File: src/hdl/lzwe_fifo.sv
// Small synchronous queue used in front of and behind the encoder core.
// Standalone; no package dependency.
module lzwe_fifo #(
  parameter int WIDTH = 9,
  parameter int DEPTH = 4
) (
  input  logic             clk,
  input  logic             rst_n,
  input  logic             push,
  output logic             full,
  input  logic [WIDTH-1:0] din,
  input  logic             pop,
  output logic             empty,
  output logic [WIDTH-1:0] dout
);

  localparam int AW = $clog2(DEPTH);

  logic [WIDTH-1:0] mem_r [DEPTH];
  logic [AW-1:0]    wr_r, wr_nxt;
  logic [AW-1:0]    rd_r, rd_nxt;
  logic [AW:0]      cnt_r, cnt_nxt;
  logic             do_push, do_pop;

  assign full = (cnt_r == (AW+1)'(DEPTH));
  assign empty = (cnt_r == '0);
  assign dout = mem_r[rd_r];
  assign do_push = push && !full;
  assign do_pop = pop && !empty;

  always_comb begin
    wr_nxt = do_push ? wr_r + AW'(1) : wr_r;
    rd_nxt = do_pop ? rd_r + AW'(1) : rd_r;
    cnt_nxt = cnt_r + (AW+1)'(do_push) - (AW+1)'(do_pop);
  end

  always_ff @(posedge clk) begin
    if (!rst_n) begin
      wr_r <= '0;
      rd_r <= '0;
      cnt_r <= '0;
    end else begin
      wr_r <= wr_nxt;
      rd_r <= rd_nxt;
      cnt_r <= cnt_nxt;
    end
  end

  always_ff @(posedge clk) begin
    if (do_push) begin
      mem_r[wr_r] <= din;
    end
  end

endmodule

File: config.mk
export PLATFORM = sky130hd
export DESIGN_NAME = lzwe_fifo
export DESIGN_NICKNAME = d
export VERILOG_FILES = /design/src/hdl/lzwe_fifo.sv
export SDC_FILE = /design/constraint.sdc
export NUM_CORES = 1
export LEC_CHECK = 0
export BUFFER_PORTS_ARGS = -buffer_cell sky130_fd_sc_hd__buf_2
export CORE_MARGIN = 2
export CORE_UTILIZATION = 60
export DETAILED_ROUTE_END_ITERATION = 7
export PLACE_DENSITY = 0.83
export SETUP_SLACK_MARGIN = 0.02
export SYNTH_ARGS = -nofsm -noshare
export SYNTH_HDL_FRONTEND = slang
export SYNTH_SLANG_ARGS = --single-unit
File: constraint.sdc
create_clock -name clk -period 5.1 [get_ports clk]
set_input_delay 0.51 -clock clk [delete_from_list [all_inputs] [get_ports clk]]
set_output_delay 0.51 -clock clk [all_outputs]
set_load 0.05 [all_outputs]
# Word level (Yosys, flattened, before mapping)
# Memory sizes are Yosys's and may differ from the RTL's. A register that Yosys moved wholly into a read port is not among the register bits.
# Index checks and enable logic that the tools add are counted.
dict set report word_totals {
  ram_bits 36
  inputBits 13
  ff_bits 7
  output_inout_bits 11
  wordCells 18
  mem_count 1
}
# memory depth word_bits rd rd_ports_with_merged_regs write_ports line_no
set mem_list {}
lappend mem_list {mem_r 4 9 1 1 1 19} ;# logic [WIDTH-1:0] mem_r [DEPTH];
dict set report op_classes {
  n_addsub 4
  reduce_logical 5
  mux 4
  eq_ne 1
}
# operator n
set op_table {}
lappend op_table {{$add A2 B1 Y2 const B} 2}
lappend op_table {{$mux W2} 2}
lappend op_table {{$add A3 B1 Y3} 1}
lappend op_table {{$eq A3 B3 Y1 const B} 1}
lappend op_table {{$logic_not A3 Y1} 1}
lappend op_table {{$sub A3 B1 Y3} 1}
lappend op_table {{$logic_and A1 B1 Y1} 2}
lappend op_table {{$logic_not A1 Y1} 2}
lappend op_table {{$mux W1} 2}

# Depth between registers and ports, before layout
dict set report depth {
  depth_word 5
  ltp_mapped 11
  ltp_nobuf 10
}

# Least setup slack after synthesis
# Ideal clock, no wire load.
dict set report synth_path {
  kind {reg2reg}
  start {reg cnt_r[1]}
  end {reg cnt_r[2]}
  setup_ns 0.115
  required_time_ns 4.985
  t_arrival_ns 2.552
  n_path_buf 0
  period_less_slack_ns 2.666
  setup_slack_ns 2.434
  path_stages_with_launch 10
  cell_sequence {dfxtp_1 > nor3_2 > nor2b_1 > ha_1 > inv_1 > ha_1 > fa_1 > xnor2_1 > xnor2_1 > and2_1}
}
dict set report synth_via {
  elab_cells_between_ends 8
}
# element line_no
set synth_lines {}
lappend synth_lines {{from (decl)} 22} ;# logic [AW:0] cnt_r, cnt_nxt;
lappend synth_lines {{from (signal assigned)} 45} ;# cnt_r <= cnt_nxt;
lappend synth_lines {{$logic_not A3 Y1} 26} ;# assign empty = (cnt_r == '0);
lappend synth_lines {{net empty} 13} ;# output logic empty,
lappend synth_lines {{$logic_not A1 Y1} 29} ;# assign do_pop = pop && !empty;
lappend synth_lines {{$logic_and A1 B1 Y1} 29}
lappend synth_lines {{net do_pop} 23} ;# logic do_push, do_pop;
lappend synth_lines {{$sub A3 B1 Y3} 34} ;# cnt_nxt = cnt_r + (AW+1)'(do_push) - (AW+1)'(do_pop);
# The timed path passes the listed nets, and every way through them passes these cells.
# A chain may end at the register's enable or synchronous reset.

# Final worst setup path
dict set report layout_path {
  start {reg cnt_r[2]}
  end {reg cnt_r[2]}
}
dict set report layout_via {
  elab_chain_len 5
  elab_cells_between_ends 8
}
# element line_no
set layout_lines {}
lappend layout_lines {{$eq A3 B3 Y1} 25} ;# assign full = (cnt_r == (AW+1)'(DEPTH));
lappend layout_lines {{$logic_not A1 Y1} 28} ;# assign do_push = push && !full;
lappend layout_lines {{$logic_and A1 B1 Y1} 28}
lappend layout_lines {{$add A3 B1 Y3} 34}
lappend layout_lines {{$sub A3 B1 Y3 (*)} 34}
# Every way passes the cells marked *; elsewhere a longest branch is shown, timed or not.

==> results.json <==
{
  "synth-edff-count": 36,
  "core_area_um2": 2780,
  "worst_ep_arrival_time_ps": 2660,
  "cp_top_family": "adder cells",
  "crit_path_cell_trace": "nor3b_2, nor2b_1, inv_1, ha_1, inv_1, ha_1, fa_1, xnor2_1, xnor2_1, and2_1",
  "yosysSeqAreaShare_pct": 70.6,
  "hp-class": "primary input to register",
  "critPathLaunchType": "register",
  "nFillCells": 172,
  "synth.cell_area_um2": 1790,
  "drtIter0Drc": 21,
  "dieHeight_um": 58.6,
  "htree_levels": 2,
  "cts_made_buffers": 5,
  "hpwl_um": 1800,
  "finalSetupViolCount": 0,
  "nets": 144,
  "gp_congestion": 0.696,
  "cts_tree": "done",
  "final_util_pct": 71.7,
  "port_buffers": 23,
  "hold_viol": 0,
  "ys_types": 20,
  "post_cts_buffers": 0,
  "crit_type": "register to register",
  "drt_wl_total_um": 2520,
  "synthTopCellsByArea": "edfxtp_1 (61%), mux4_2 (11%), dfxtp_1 (10%)",
  "clockBufferDepth": 2,
  "status": "completed",
  "synth_nets": 118,
  "power.leakage_nw": 0.724,
  "ys_seq_elements": 45,
  "path_buf_inv": 2,
  "rsz0062_at_grt": "false",
  "slew_headroom_pct": 60.0,
  "io_pins": 24,
  "yosysTopAreaCellShare_pct": 60.5,
  "synth.most_common_cell": "edfxtp_1",
  "vias": 873,
  "cp_slowest_cell": "fa_1",
  "worstPathMaxFanout": 7,
  "synth_top_cells_by_count": "edfxtp_1 (36), dfxtp_1 (9), mux4_2 (9)",
  "diodes": 0,
  "clock.fmax_ghz": 0.414,
  "clk_latency_ps": 340,
  "dieArea_um2": 3430,
  "rrSetupSlack_ps": 2680,
  "synth-async-reset-ratio_pct": 0,
  "dr.pass1.iters": 6,
  "skew_ps": 8.81,
  "drive_gt1_share_pct": 32.8,
  "ir_worst_vdd_mv": 0.420,
  "antenna_left": 0,
  "synth_top_area_cell": "edfxtp_1",
  "fin_area_um2": 1990,
  "root_buffer": "clkbuf_4",
  "finalCritPeriodShare_pct": 47.4,
  "gr-total-overflow": 0,
  "drc": 0,
  "grtUsageTotal_pct": 16.9,
  "syn2layout_area_growth_pct": 11.6,
  "rows": 19,
  "placed_area_um2": 1910,
  "yosysWarnings": 0,
  "period_needed_ps": 2420,
  "grt_pass1_vias": 887,
  "die_w_um": 58.6,
  "wl_per_cell_um": 16.1,
  "cpPeakStageDelay_ps": 400,
  "cp-end-kind": "register",
  "max_slew.worst_pin.slew_ps": 600,
  "ctsResizeCount": 0,
  "grt_max_degree": 14,
  "initial_core_util_pct": 64.2,
  "tns_ps": 0,
  "postSynthCellCount": 98,
  "grt_pass1_wl_um": 4040,
  "cap_violations": 0,
  "clkSlewWorstSetupHoldPaths_ps": 120,
  "synth_ff_type": "edfxtp_1",
  "antenna_found_initial": 0,
  "clock-sinks": 45,
  "syn_avg_cell_area_um2": 18.2,
  "required_ps": 5350,
  "p_per_area_nw_per_um2": 509,
  "avgViaCountPerCell": 5.60,
  "postCtsHoldBufs": 0,
  "maxSlewViolCount": 0
}
sequential cells by signal (all words and copies together) (netlist names), named ones only:
| register | flops |
|---|---|
| wr_r | 2 |
| cnt_r | 3 |
| mem_r | 36 |
| rd_r | 2 |
area by class of cell:
| class | instances | area [µm²] | area share (%) |
|---|---|---|---|
| clock buffer | 8 | 80.1 | 4.02 |
| sequential | 45 | 1260 | 63.2 |
| timing repair buffer | 23 | 115 | 5.77 |
| tap | 31 | 38.8 | 1.94 |
| multi-input combinational | 43 | 477 | 23.9 |
| inverter | 6 | 22.5 | 1.13 |
stage by stage:
step / total power [mW] / hold WS [ps] / instances / setup WS [ps]
after floorplan: 0.764 / 456 / 98 / 2430
after global placement: 0.816 / 468 / 148 / 2660
after detailed placement: 0.829 / 498 / 148 / 2580
after CTS: 1.03 / 366 / 156 / 2640
after global routing: 1.06 / 361 / 156 / 2550
final: 1.01 / 375 / 156 / 2680
layout by cell type, fill, tap and decap left out:
| master | instances |
|---|---|
| a21boi_1 | 1 |
| and2_1 | 7 |
| buf_2 | 23 |
| clkbuf_1 | 1 |
| clkbuf_16 | 1 |
| clkbuf_4 | 5 |
| clkbuf_8 | 1 |
| dfxtp_1 | 9 |
| edfxtp_1 | 36 |
| fa_1 | 1 |
| ha_1 | 6 |
| inv_1 | 6 |
| mux2i_1 | 2 |
| mux4_2 | 9 |
| nand2_1 | 6 |
| nand4bb_1 | 1 |
| nor2b_1 | 2 |
| nor3_2 | 1 |
| nor3b_2 | 1 |
| o21ai_0 | 3 |
| or3_1 | 1 |
| xnor2_1 | 2 |
power by group:
group	switching (mW)	total (mW)	internal (mW)	leakage, nW
clock network	0.103	0.201	0.0976	0.0437
logic	0.212	0.326	0.115	0.276
registers	0.0393	0.488	0.448	0.404
routing by layer:
layer	wire length (µm)	part of all wire (%)	vias up	track usage, %
met5	0	0	-	0
met4	24	0.95	0	7.79
met3	141	5.6	4	4.18
met2	1280	51	25	30.0
met1	1070	42	425	19.2
li1	-	-	419	-
path summary, 6_finish.rpt:
check                                    to      from  cells past startpoint
worst max register to register     cnt_r[2]  cnt_r[2]                     10
worst min register to register      rd_r[0]   rd_r[0]                      2
worst max-delay path               cnt_r[2]  cnt_r[2]                     10
worst min-delay path            mem_r[0][4]    din[4]                      1
cell families after synthesis:
| family | count (synthesis) | share of synthesized area (%) |
|---|---|---|
| xor+xnor | 2 | 0.981 |
| simple gates | 19 | 6.65 |
| compound gates | 4 | 1.26 |
| flops | 45 | 70.6 |
| buf+inv | 10 | 2.73 |
| fa+ha+maj | 7 | 5.32 |
| mux | 11 | 12.5 |
No activity file was read; power rests on OpenSTA's default activity.
